<file path="config.mk">
export PLATFORM = sky130hd
export DESIGN_NAME = slip_nsp_frame_receiver
export DESIGN_NICKNAME = d
export VERILOG_FILES = /design/src/hdl/snfr_pkg.sv /design/src/hdl/snfr_front.sv /design/src/hdl/snfr_queue.sv /design/src/hdl/snfr_back.sv /design/src/hdl/slip_nsp_frame_receiver.sv
export SDC_FILE = /design/constraint.sdc
export NUM_CORES = 1
export LEC_CHECK = 0
export BUFFER_PORTS_ARGS = -buffer_cell sky130_fd_sc_hd__buf_2
export CAP_MARGIN = 20
export CORE_ASPECT_RATIO = 0.5
export CORE_MARGIN = 5
export CORE_UTILIZATION = 58
export DETAILED_ROUTE_END_ITERATION = 10
export PLACE_DENSITY_LB_ADDON = 0.05
export SLEW_MARGIN = 20
export SYNTH_ARGS = -nofsm -noshare
export SYNTH_HDL_FRONTEND = slang
export SYNTH_SLANG_ARGS = --single-unit
</file>
<file path="constraint.sdc">
create_clock -name clock -period 5.1 [get_ports clock]
set_clock_uncertainty 0.2 [all_clocks]
set_input_delay 0.51 -clock clock [delete_from_list [all_inputs] [get_ports clock]]
set_output_delay 0.51 -clock clock [all_outputs]
set_load 0.02 [all_outputs]
</file>
<file path="src/hdl/snfr_pkg.sv">
package snfr_pkg;

   localparam int MAX_FRAME = 256;
   localparam int CNT_W     = $clog2(MAX_FRAME + 1);
   localparam int WIDE_W    = (CNT_W > 8) ? CNT_W : 8;
   localparam int Q_DEPTH   = 4;
   localparam int Q_PTR_W   = $clog2(Q_DEPTH);

   localparam logic [7:0]  SLIP_END     = 8'hC0;
   localparam logic [7:0]  SLIP_ESC     = 8'hDB;
   localparam logic [7:0]  SLIP_ESC_END = 8'hDC;
   localparam logic [7:0]  SLIP_ESC_ESC = 8'hDD;
   localparam logic [15:0] CRC_POLY     = 16'h8408;
   localparam logic [15:0] CRC_INIT     = 16'hFFFF;

   localparam int HDR_BYTES = 3;
   localparam int MIN_FRAME = 5;

   localparam logic       KIND_PAYLOAD = 1'b0;
   localparam logic       KIND_STATUS  = 1'b1;
   localparam logic [1:0] STATUS_OK    = 2'd0;
   localparam logic [1:0] STATUS_CRC   = 2'd1;
   localparam logic [1:0] STATUS_SHORT = 2'd2;

   typedef enum logic {
      ST_HUNT,
      ST_FRAME
   } rx_state_type;

   // decoded request passed from the front to the back
   typedef struct packed {
      logic       is_end;
      logic [7:0] data;
   } event_type;

   function automatic logic [15:0] crc_byte(input logic [15:0] crc, input logic [7:0] b);
      logic [15:0] c;
      logic [7:0]  d;
      logic        fb;
      c = crc;
      d = b;
      for (int k = 0; k < 8; k++) begin
         fb = c[0] ^ d[0];
         c  = c >> 1;
         if (fb) begin
            c = c ^ CRC_POLY;
         end
         d = d >> 1;
      end
      return c;
   endfunction

endpackage

</file>
<file path="src/hdl/snfr_front.sv">
module snfr_front (
   input  logic                clock,
   input  logic                reset,
   input  logic                req_tvalid,
   output logic                req_tready,
   input  logic [7:0]          req_tdata,
   input  logic                q_full,
   output logic                q_push,
   output snfr_pkg::event_type q_event
);
   import snfr_pkg::*;

   rx_state_type     state_ff, state_in;
   logic             escape_ff, escape_in;
   logic [CNT_W-1:0] count_ff, count_in;
   logic             accept;
   logic             at_limit;
   logic [7:0]       unescaped;

   assign req_tready = !q_full;
   assign accept     = req_tvalid && !q_full;
   assign at_limit   = count_ff >= CNT_W'(MAX_FRAME);

   always_comb begin
      case (req_tdata)
         SLIP_ESC_END: unescaped = SLIP_END;
         SLIP_ESC_ESC: unescaped = SLIP_ESC;
         default:      unescaped = req_tdata;
      endcase
   end

   always_comb begin
      state_in = state_ff;
      case (state_ff)
         ST_HUNT: begin
            if (accept && req_tdata == SLIP_END) state_in = ST_FRAME;
         end
         ST_FRAME: begin
            if (accept && req_tdata == SLIP_END) state_in = ST_HUNT;
         end
         default: state_in = ST_HUNT;
      endcase
   end

   always_comb begin
      q_push    = 1'b0;
      q_event   = '{is_end: 1'b0, data: req_tdata};
      escape_in = escape_ff;
      count_in  = count_ff;
      case (state_ff)
         ST_HUNT: begin
            if (accept && req_tdata == SLIP_END) begin
               escape_in = 1'b0;
               count_in  = '0;
            end
         end
         ST_FRAME: begin
            if (accept) begin
               if (req_tdata == SLIP_END) begin
                  q_push         = 1'b1;
                  q_event.is_end = 1'b1;
                  escape_in      = 1'b0;
               end else if (escape_ff) begin
                  escape_in = 1'b0;
                  if (!at_limit) begin
                     q_push       = 1'b1;
                     q_event.data = unescaped;
                     count_in     = count_ff + 1'b1;
                  end
               end else if (at_limit) begin
                  // drop bytes past the frame limit
                  count_in = count_ff;
               end else if (req_tdata == SLIP_ESC) begin
                  escape_in = 1'b1;
               end else begin
                  q_push   = 1'b1;
                  count_in = count_ff + 1'b1;
               end
            end
         end
         default: begin
            escape_in = 1'b0;
         end
      endcase
   end

   always_ff @(posedge clock) begin
      if (reset) begin
         state_ff  <= ST_HUNT;
         escape_ff <= 1'b0;
         count_ff  <= '0;
      end else begin
         state_ff  <= state_in;
         escape_ff <= escape_in;
         count_ff  <= count_in;
      end
   end

endmodule

</file>
<file path="src/hdl/snfr_queue.sv">
module snfr_queue (
   input  logic                clock,
   input  logic                reset,
   input  logic                push,
   input  snfr_pkg::event_type push_event,
   output logic                full,
   input  logic                pop,
   output logic                not_empty,
   output snfr_pkg::event_type pop_event
);
   import snfr_pkg::*;

   event_type          slot_ff [Q_DEPTH];
   logic [Q_PTR_W-1:0] wr_ptr_ff, rd_ptr_ff;
   logic [Q_PTR_W:0]   fill_ff, fill_in;
   logic               do_push, do_pop;

   assign full      = fill_ff == (Q_PTR_W + 1)'(Q_DEPTH);
   assign not_empty = fill_ff != '0;
   assign do_push   = push && !full;
   assign do_pop    = pop && not_empty;
   assign pop_event = slot_ff[rd_ptr_ff];

   always_comb begin
      fill_in = fill_ff;
      case ({do_push, do_pop})
         2'b10:   fill_in = fill_ff + 1'b1;
         2'b01:   fill_in = fill_ff - 1'b1;
         default: fill_in = fill_ff;
      endcase
   end

   always_ff @(posedge clock) begin
      if (do_push) slot_ff[wr_ptr_ff] <= push_event;
   end

   always_ff @(posedge clock) begin
      if (reset) begin
         wr_ptr_ff <= '0;
         rd_ptr_ff <= '0;
         fill_ff   <= '0;
      end else begin
         if (do_push) wr_ptr_ff <= wr_ptr_ff + 1'b1;
         if (do_pop)  rd_ptr_ff <= rd_ptr_ff + 1'b1;
         fill_ff <= fill_in;
      end
   end

endmodule

</file>
<file path="src/hdl/snfr_back.sv">
module snfr_back (
   input  logic                clock,
   input  logic                reset,
   input  logic                evt_valid,
   input  snfr_pkg::event_type evt,
   output logic                evt_pop,
   output logic                rsp_tvalid,
   input  logic                rsp_tready,
   output logic [55:0]         rsp_tdata,
   output logic                rsp_tuser
);
   import snfr_pkg::*;

   logic [CNT_W-1:0]  count_ff, count_in;
   logic [7:0]        delay0_ff, delay0_in, delay1_ff, delay1_in;
   logic [15:0]       crc_ff, crc_in;
   logic [7:0]        hdr_ff [HDR_BYTES];
   logic [7:0]        hdr_in [HDR_BYTES];
   logic              valid_ff, valid_in;
   logic              kind_ff, kind_in;
   logic [7:0]        byte_ff, byte_in, index_ff, index_in, len_ff, len_in;
   logic [1:0]        status_ff, status_in;
   logic [7:0]        src_ff, dst_ff, ctl_ff;
   logic [WIDE_W-1:0] count_wide, less_min;
   logic              short_frame;

   assign evt_pop     = evt_valid && (!valid_ff || rsp_tready);
   assign count_wide  = WIDE_W'(count_ff);
   assign less_min    = count_wide - WIDE_W'(MIN_FRAME);
   assign short_frame = count_ff < CNT_W'(MIN_FRAME);

   always_comb begin
      count_in  = count_ff;
      delay0_in = delay0_ff;
      delay1_in = delay1_ff;
      crc_in    = crc_ff;
      hdr_in    = hdr_ff;
      valid_in  = valid_ff && !rsp_tready;
      kind_in   = KIND_PAYLOAD;
      byte_in   = '0;
      index_in  = '0;
      status_in = STATUS_OK;
      len_in    = '0;
      if (evt_pop) begin
         if (evt.is_end) begin
            valid_in = 1'b1;
            kind_in  = KIND_STATUS;
            if (short_frame) begin
               status_in = STATUS_SHORT;
            end else begin
               status_in = ({delay1_ff, delay0_ff} == crc_ff) ? STATUS_OK : STATUS_CRC;
               len_in    = less_min[7:0];
            end
            // start the next frame clean
            count_in  = '0;
            delay0_in = '0;
            delay1_in = '0;
            crc_in    = CRC_INIT;
            for (int i = 0; i < HDR_BYTES; i++) hdr_in[i] = '0;
         end else begin
            count_in = count_ff + 1'b1;
            if (count_ff < CNT_W'(HDR_BYTES)) begin
               hdr_in[count_ff[1:0]] = evt.data;
               crc_in                = crc_byte(crc_ff, evt.data);
            end else begin
               if (!short_frame) begin
                  crc_in   = crc_byte(crc_ff, delay0_ff);
                  valid_in = 1'b1;
                  byte_in  = delay0_ff;
                  index_in = less_min[7:0];
               end
               delay0_in = delay1_ff;
               delay1_in = evt.data;
            end
         end
      end
   end

   always_ff @(posedge clock) begin
      if (reset) begin
         valid_ff  <= 1'b0;
         count_ff  <= '0;
         delay0_ff <= '0;
         delay1_ff <= '0;
         crc_ff    <= CRC_INIT;
         for (int i = 0; i < HDR_BYTES; i++) hdr_ff[i] <= '0;
      end else begin
         valid_ff  <= valid_in;
         count_ff  <= count_in;
         delay0_ff <= delay0_in;
         delay1_ff <= delay1_in;
         crc_ff    <= crc_in;
         hdr_ff    <= hdr_in;
      end
   end

   always_ff @(posedge clock) begin
      if (evt_pop) begin
         kind_ff   <= kind_in;
         byte_ff   <= byte_in;
         index_ff  <= index_in;
         status_ff <= status_in;
         len_ff    <= len_in;
         src_ff    <= hdr_ff[0];
         dst_ff    <= hdr_ff[1];
         ctl_ff    <= hdr_ff[2];
      end
   end

   assign rsp_tvalid = valid_ff;
   assign rsp_tuser  = kind_ff;
   assign rsp_tdata  = {6'b0, len_ff, ctl_ff, dst_ff, src_ff, status_ff, index_ff, byte_ff};

endmodule

</file>
<file path="src/hdl/slip_nsp_frame_receiver.sv">
// SLIP frame receiver with CRC-16 check.
// Request channel (req_): one raw serial byte per request in req_tdata[7:0].
// Result channel (rsp_): rsp_tuser is the kind, 0 for a payload byte and 1 for
// the end-of-frame status; rsp_tdata carries byte, index, status, the three
// header bytes and the payload length.
// Throughput: one request per cycle while the queue has room, in every state. A
// byte that yields a result reaches rsp_ through the queue and the result register:
// the front decodes it and writes it into the four-entry queue at the accepting
// edge, and the back pops it into its result register once that register is free.
// The back stage runs one CRC byte update per cycle while requests are popped;
// that unrolled update and the compare at frame end set the clock path.
// Reset clears the decoder to hunting for a delimiter, empties the queue and
// drops any pending result; no clearing pass is needed.
// When the receiver stalls rsp_tready, the result register holds, the queue
// fills with up to four decoded requests, and then req_tready drops until
// room returns. No request is lost or repeated.
// Payload bytes are released before the CRC is checked: treat them as
// tentative until the status result arrives.
module slip_nsp_frame_receiver (
   input  logic        clock,
   input  logic        reset,
   input  logic        req_tvalid,
   output logic        req_tready,
   input  logic [7:0]  req_tdata,  // [7:0] rx_byte
   output logic        rsp_tvalid,
   input  logic        rsp_tready,
   output logic [55:0] rsp_tdata,  // [7:0] payload_byte, [15:8] payload_index,
                                   // [17:16] frame_status, [25:18] reply_source,
                                   // [33:26] reply_destination, [41:34] control_field,
                                   // [49:42] payload_length, [55:50] zero
   output logic        rsp_tuser   // [0] kind
);
   import snfr_pkg::*;

   // decoded requests between the front and the back
   event_type push_event, pop_event;
   logic      q_push, q_full, q_pop, q_not_empty;

   // hunt, unescape and enforce the frame limit
   snfr_front u_front (
      .clock      (clock),
      .reset      (reset),
      .req_tvalid (req_tvalid),
      .req_tready (req_tready),
      .req_tdata  (req_tdata),
      .q_full     (q_full),
      .q_push     (q_push),
      .q_event    (push_event)
   );

   // decouple decoding from result delivery
   snfr_queue u_queue (
      .clock      (clock),
      .reset      (reset),
      .push       (q_push),
      .push_event (push_event),
      .full       (q_full),
      .pop        (q_pop),
      .not_empty  (q_not_empty),
      .pop_event  (pop_event)
   );

   // latch the header, delay the payload by two bytes, run the CRC, report
   snfr_back u_back (
      .clock      (clock),
      .reset      (reset),
      .evt_valid  (q_not_empty),
      .evt        (pop_event),
      .evt_pop    (q_pop),
      .rsp_tvalid (rsp_tvalid),
      .rsp_tready (rsp_tready),
      .rsp_tdata  (rsp_tdata),
      .rsp_tuser  (rsp_tuser)
   );

endmodule

</file>
==> results of run 1 <==
[per-layer routing]
layer  vias up  share of wire [%]  global-route usage (%)
met5         -                  0                       0
met4         0               0.59                    5.62
met3         8                5.9                    4.15
met2       144                 46                    32.4
met1      2567                 47                    31.0
li1       2457                  -                       -
[through the flow]
step | util, % | instances | total power (uW) | hold WS, ns | instance area [um2]
detailed placement | 62.8 | 858 | 3520 | 0.219 | 8000
floorplan | - | 656 | 3100 | 0.209 | 7610
finish | 67.4 | 890 | 4750 | 0.120 | 8580
CTS | 67.4 | 890 | 4780 | 0.111 | 8580
global placement | 62.8 | 858 | 3480 | 0.213 | 8000
global route | 67.4 | 890 | 4990 | 0.114 | 8580
[Yosys cell counts, types with 3 or more instances]
| cell type | instances | area [um2] |
|---|---|---|
| sky130_fd_sc_hd__nor2_1 | 98 | 368 |
| sky130_fd_sc_hd__a21oi_1 | 14 | 70.1 |
| sky130_fd_sc_hd__and2_1 | 6 | 37.5 |
| sky130_fd_sc_hd__edfxtp_1 | 87 | 2610 |
| sky130_fd_sc_hd__inv_1 | 14 | 52.6 |
| sky130_fd_sc_hd__or4_1 | 4 | 30.0 |
| sky130_fd_sc_hd__xnor2_1 | 34 | 298 |
| sky130_fd_sc_hd__nor3_1 | 9 | 45.0 |
| sky130_fd_sc_hd__dfxtp_1 | 86 | 1720 |
| sky130_fd_sc_hd__clkbuf_1 | 19 | 71.3 |
| sky130_fd_sc_hd__nor4_1 | 5 | 31.3 |
| sky130_fd_sc_hd__xor2_1 | 39 | 342 |
| sky130_fd_sc_hd__nand2_1 | 35 | 131 |
| sky130_fd_sc_hd__mux4_2 | 4 | 90.1 |
| sky130_fd_sc_hd__nand4_1 | 5 | 31.3 |
| sky130_fd_sc_hd__o22ai_1 | 6 | 37.5 |
| sky130_fd_sc_hd__o21ai_0 | 7 | 35.0 |
| sky130_fd_sc_hd__or3_1 | 4 | 25.0 |
| sky130_fd_sc_hd__a21o_1 | 3 | 22.5 |
| sky130_fd_sc_hd__ha_1 | 13 | 163 |
| sky130_fd_sc_hd__and3_1 | 16 | 100 |
| sky130_fd_sc_hd__nand3_1 | 12 | 60.1 |
| sky130_fd_sc_hd__a22oi_1 | 40 | 300 |
| sky130_fd_sc_hd__buf_2 | 9 | 45.0 |
| sky130_fd_sc_hd__buf_4 | 6 | 45.0 |
| sky130_fd_sc_hd__o21ai_1 | 4 | 20.0 |
| sky130_fd_sc_hd__o211ai_1 | 3 | 22.5 |
| sky130_fd_sc_hd__and4_1 | 5 | 43.8 |
| sky130_fd_sc_hd__o31ai_1 | 3 | 22.5 |
| sky130_fd_sc_hd__nand2b_1 | 3 | 18.8 |
| sky130_fd_sc_hd__mux4_1 | 6 | 158 |
| sky130_fd_sc_hd__mux2i_1 | 7 | 70.1 |
[cell families (layout without fill, tap and decap cells)]
logic type                 after synthesis  in the layout  share of synthesized area, %
DFF                                    173            173                          57.1
other                                    1              6                        0.0494
and+or+nand+nor                        214            214                          13.6
buffers and inverters                   54            118                          3.23
adders and majority gates               14             14                          2.41
muxes                                   17             17                          4.19
xor gates and xnor gates                77             77                          9.76
AOI/OAI and AO/OA                      101            101                          9.69
[report_power, final]
part           internal, uW  switching [uW]  leakage (uW)  total (uW)
Sequential             1800             154       0.00152        1950
Combinational           550             989       0.00151        1540
Clock                   654             607      0.000281        1260
Total                  3000            1750       0.00332        4750
[final cells by class]
class                      count  area (um2)
sequential                   173        4330
fill                         960        4160
multi-input combinational    429        3030
clock buffer                  17         425
timing repair buffer          70         365
tap                          170         213
clock inverter                15         150
inverter                      16        60.1
[path summary, 6_finish.rpt]
kind	end	slack [ns]
min reg2reg	u_back.dst_ff[4]	0.23
max reg2reg	u_back.crc_ff[1]	1.78
min	u_queue.slot_ff[3][5]	0.12
max	u_back.crc_ff[1]	1.78
[sequential cells by signal, summed over array words and instances (netlist names), 2 cells and up, named ones only]
register	count
u_queue.slot_ff	36
u_back.hdr_ff	24
u_back.crc_ff	16
u_back.count_ff	9
u_front.count_ff	9
u_back.byte_ff	8
u_back.ctl_ff	8
u_back.delay0_ff	8
u_back.delay1_ff	8
u_back.dst_ff	8
u_back.index_ff	8
u_back.len_ff	8
u_back.src_ff	8
u_queue.fill_ff	3
u_back.status_ff	2
u_queue.rd_ptr_ff	2
u_queue.wr_ptr_ff	2
[critical path, cell delays in order (launching register included)]
cell,delay [ns]
sky130_fd_sc_hd__dfxtp_1,0.42
sky130_fd_sc_hd__or4_1,0.62
sky130_fd_sc_hd__nor2_4,0.47
sky130_fd_sc_hd__o31a_1,0.71
sky130_fd_sc_hd__nand2_1,0.41
sky130_fd_sc_hd__a21oi_1,0.21
sky130_fd_sc_hd__o21ai_0,0.10
==> results.md, run 1 <==
- Critical Path Start: u_back.count_ff[3]
- Post-DP HPWL: 10.8 mm
- Die Height: 90.9 um
- Share of post-route cells with drive strength above 1: between 15 and 20%
- First-pass GRT wire length: 26.0 mm
- Most common cell after layout, fill and taps aside: sky130_fd_sc_hd__nor2_1
- Beginning of the worst hold path: req_tdata[5]
- Overall routed net length: about 16 mm
- TritonCTS buffer count: 17
- Number of sinks driven by the clock tree: 173
- Residual DRC: 0
- Average wire per cell in the routed design: 18.2 um
- Outcome: finished clean
- Number of warnings issued by yosys: 0
- Area growth syn-to-layout: 13.0%
- Worst hold stages: 1
- Data required time of the worst path: 5.17 ns
- Maximum number of pins on one net before global-route repair: 64
- Number of antenna-violating nets in the routed design: 0
- Die area: 15600 um2
- Max cap viols: 0
- Final #Nets: approximately 730
- Sort of element at the end of the critical path: flip-flop
- Distinct cell type count of the synthesized netlist: between 60 and 70
- Max Buffers Root-to-Sink: 2
- Antenna fix cells: 0
- Sum of overflow across all layers after global routing: 0
- Number of cell rows: 29
- Critical path type: reg -> reg
- Via density: 5.82
- Clock tree from TritonCTS: yes
- Post-Place Worst Slack: 1.58 ns
- Antenna violations before repair: 0
- Post-CTS Setup Repair Bufs: 0
- Std-Cell Core Area: 12700 um2
- Peak supply drop: 0.000324 V
- I/O pin total: 71
- Main flop type after synthesis: sky130_fd_sc_hd__edfxtp_1
- Via count: just over 5000
- Fraction of registers with async set or reset after synthesis: 0%
- Final WS setup: 1.78 ns
- Proportion of synthesized chip area in sequential cells: between 50% and 60%
- CP Max Fanout: 20
- CP Data Arrival Time: 3.39 ns
- Ratio of total power to cell area: 554 nW/um2
- Critical register-to-register path startpoint: u_back.count_ff[3]
- Most frequent cells in the layout: 98 x sky130_fd_sc_hd__nor2_1, 87 x sky130_fd_sc_hd__edfxtp_1, 86 x sky130_fd_sc_hd__dfxtp_1
- Pin slew with the least headroom to its limit: 0.797 ns
- Vias in the first global route: 4898
- Clock root buffer: sky130_fd_sc_hd__clkbuf_16
- Startpoint type of the worst setup path: flip-flop
- Cell depth of the worst flop-to-flop path: 6
- Final worst path period need: between 3 and 4 ns
- Level count of the clock H-tree: 4
- Total routing resource utilization after global routing: 21.2%
- Hold-fix buffers, CTS: 0
- DR pass1 iterations: 4
- Total Neg Setup Slack: 0 ns
- Max transition margin: 46.9%
- Final count of negative-setup-slack endpoints: 0
- First DRT Iteration DRCs: 435
- Part of the cycle the worst path needs: 65.1%
- Die W: 172 um
- Number of I/O port buffers: 64
- Leakage: between 0.003 and 0.004 uW
- Hold/Removal Path Class: in -> reg
- Number of cells produced by synthesis: 651
- Initial cell density of the core: between 50% and 60%
- Summed instance area of the synthesized netlist: between 7000 and 8000 um2
- Seq cells post-synth: between 150 and 200
- Post-synth EDFFs: 87
- RSZ-0062 raised after global routing: false
- Number of cells upsized or downsized after cts: 0
- Avg Synthesized Cell Area: 11.7 um2
- Clock-pin transition on the worst setup and hold timing paths: ~0.080 ns
- Maximum clock frequency: 301 MHz
- Clock insertion delay at the later pin of the skew report: approximately 0.43 ns
- Final hold vios: 0
- Routability cong.: 0.855
- Total count of max-transition violations in the final report: 0
Power figures use the tool's default switching activity.
==> inputs of run 2 (changes only) <==
CORE_UTILIZATION = 53   (was 58)
clock period = 3 ns   (was 5.1 ns; I/O delays follow)
==> run 2 against run 1 <==
Critical path depth is 1 higher. Final cell count is 7.0% higher. Clock-buffer cell count unchanged. Worst setup slack lost 1.5 ns. First-iteration DRC count fell by 17%. Design area increased by 4.0%. Die area is 8.6% higher. Largest cell class unchanged.
==> results.md, run 2 (synthesis gave the netlist of run 1 again) <==
- Outcome: finished clean
- Sum of overflow across all layers after global routing: 0
- Portion of total power attributed to sequential cells: 40.1%
- Maximum number of pins on one net before global-route repair: 37
- Total Neg Setup Slack: 0 ns
- TritonCTS buffer count: 17
- Number of I/O port buffers: 64
- Routability cong.: 0.861
- Peak per-stage delay on the critical path: approximately 0.58 ns
- Final worst path period need: 2.75 ns
- Most common cell after layout, fill and taps aside: sky130_fd_sc_hd__nor2_1
- Area growth syn-to-layout: 17.6%
- Vias in the first global route: 4881
- Die area: 17000 um2
- Finished Layout Cells: 952
- Total routing resource utilization after global routing: 20.4%
- Final #Nets: slightly below 800
- First DRT Iteration DRCs: 362
- Antenna violations before repair: 0
- Sort of element at the end of the critical path: flip-flop
- Via count: 5215
- Proportion of total power due to net switching: 36.7%
- Clock-pin transition on the worst setup and hold timing paths: roughly 0.07 ns
- Worst hold stages: 2
- Std-Cell Core Area: 13800 um2
- Max reg flops: 36
- Clock power frac: 25.7%
- Total area of sequential cells: roughly 4300 um2
- Destination of the worst hold path: u_queue.slot_ff[1][0]
- Multi-input combinational cell area: 3040 um2
- Crit-path slowest cell: sky130_fd_sc_hd__dfxtp_1
- Slack of the worst reg-to-reg path: 0.25 ns
- Beginning of the worst hold path: req_tdata[0]
- Peak supply drop: 0.000405 V
- Clock root buffer: sky130_fd_sc_hd__clkbuf_16
- Part of the cycle the worst path needs: between 90 and 100%
- Initial cell density of the core: 55.1%
- Max transition margin: 61.9%
- Register bank with the most flops: u_queue.slot_ff
- Pin slew with the least headroom to its limit: 0.567 ns
- Number of cell rows: 30
- Share of post-route cells with drive strength above 1: 20.5%
- I/O pin total: between 70 and 80
- Cell depth of the worst flop-to-flop path: 7
- Most frequent cells in the layout: 98 x sky130_fd_sc_hd__nor2_1, 87 x sky130_fd_sc_hd__edfxtp_1, 86 x sky130_fd_sc_hd__dfxtp_1
- First-pass GRT wire length: 26.5 mm
- Die W: 179 um
- Total count of max-transition violations in the final report: 0
- Number of sinks driven by the clock tree: 173
- Clock tree from TritonCTS: yes
- DR pass1 iterations: 5
- Startpoint type of the worst setup path: flip-flop
- Data required time of the worst path: about 3.2 ns
- CP top delay family: buffers and inverters
- CP Data Arrival Time: 2.89 ns
- CP Max Fanout: 14
- Relative contribution of combinational cells to total power: 34.1%
- Worst path most repeated cell: sky130_fd_sc_hd__buf_4
- Final count of negative-setup-slack endpoints: 0
- Number of antenna-violating nets in the routed design: 0
- Max cap viols: 0
- Fill cell instance count of the final layout: between 1000 and 1500
- Number of placed instances, taps included: between 900 and 1000
- Hold/Removal Path Class: in -> reg
- RSZ-0062 raised after global routing: false
- Antenna fix cells: 0
- Total power: 8250 uW
- Internal power: 5220 uW
- Critical path type: reg -> reg
- Via density: 5.48
- Final hold vios: 0
- Post-DP HPWL: between 10 and 15 mm
- Maximum clock frequency: 364 MHz
- Standard cell area after detailed placement: 8300 um2
- Ratio of total power to cell area: 924 nW/um2
- Overall routed net length: around 17 mm
- Max Buffers Root-to-Sink: 2
- Level count of the clock H-tree: 4
- Critical register-to-register path endpoint: u_back.delay1_ff[7]
- Leakage: 0.00352 uW
- Switching Power: 3030 uW
- Regs by FF count: u_queue.slot_ff x36, u_back.hdr_ff x24, u_back.crc_ff x16
- Clock insertion delay at the later pin of the skew report: around 0.42 ns
- Die Height: between 90 and 100 um
- Buffers & Inverters on Critical Path: 3
- Cell chain of the critical path: buf_4 -> mux4_2 -> buf_4 -> o21ai_1 -> buf_4 -> a22oi_1 -> nor2_1
- Post-route cell area: ~8900 um2
- Average wire per cell in the routed design: 17.6 um
- Residual DRC: 0
==> run 2: changes by cell type in the layout (fill, tap and decap cells not counted), sizes merged <==
cell,before,now
clkinv,7,8
buf,70,106
inv,23,22
dlygate4sd3,0,4
==> run 2: per-stage QoR <==
step	setup WS, ns	utilization, %	hold WS [ns]
after floorplan	0.110	-	0.209
after global placement	0.110	60.3	0.213
after detailed placement	0.0487	60.3	0.216
after CTS	0.193	64.7	0.00432
after global routing	0.0800	64.8	0.0176
final	0.251	64.8	0.0112
==> run 2: how the worst max path moves through the flow <==
stage,start,endpoint,depth (start not counted)
final,flip-flop,u_back.delay1_ff[7],7
after global routing,flip-flop,u_back.delay0_ff[1],7
after CTS,req_tdata[5],u_front.count_ff[6],10
after detailed placement,req_tdata[0],u_front.count_ff[6],9
after global placement,req_tdata[0],u_front.count_ff[6],9
after floorplan,req_tdata[0],u_front.count_ff[6],8
==> run 2: final cells by class <==
class | count | area share (%)
Sequential cell | 173 | 48.6
Multi-Input combinational cell | 429 | 34.0
Timing Repair Buffer | 110 | 7.57
Clock buffer | 17 | 4.77
Tap cell | 192 | 2.69
Clock inverter | 15 | 1.70
Inverter | 16 | 0.673
==> run 2: what timing repair did <==
item	CTS	global route
hold endpoints to repair	13	0
hold buffers	4	0
setup buffers	0	0
endpoints found under the setup margin	0	1
resized for setup	0	1
==> run 2: routing by layer <==
layer	share of wire, %	GRT usage (%)	routed length [um]
met1	47	29.1	7940
met5	0	0	0
met2	46	32.5	7670
met3	5.9	3.68	994
met4	1.1	5.38	180
==> run 2: power groups by stage <==
stage	clock network, uW	registers, uW	logic [uW]
2_1_floorplan	0	3700	1550
3_3_place_gp	0	3360	2780
3_5_place_dp	0	3370	2810
4_1_cts	2160	3320	2830
5_1_grt	2280	3350	3050
6_report	2120	3310	2820
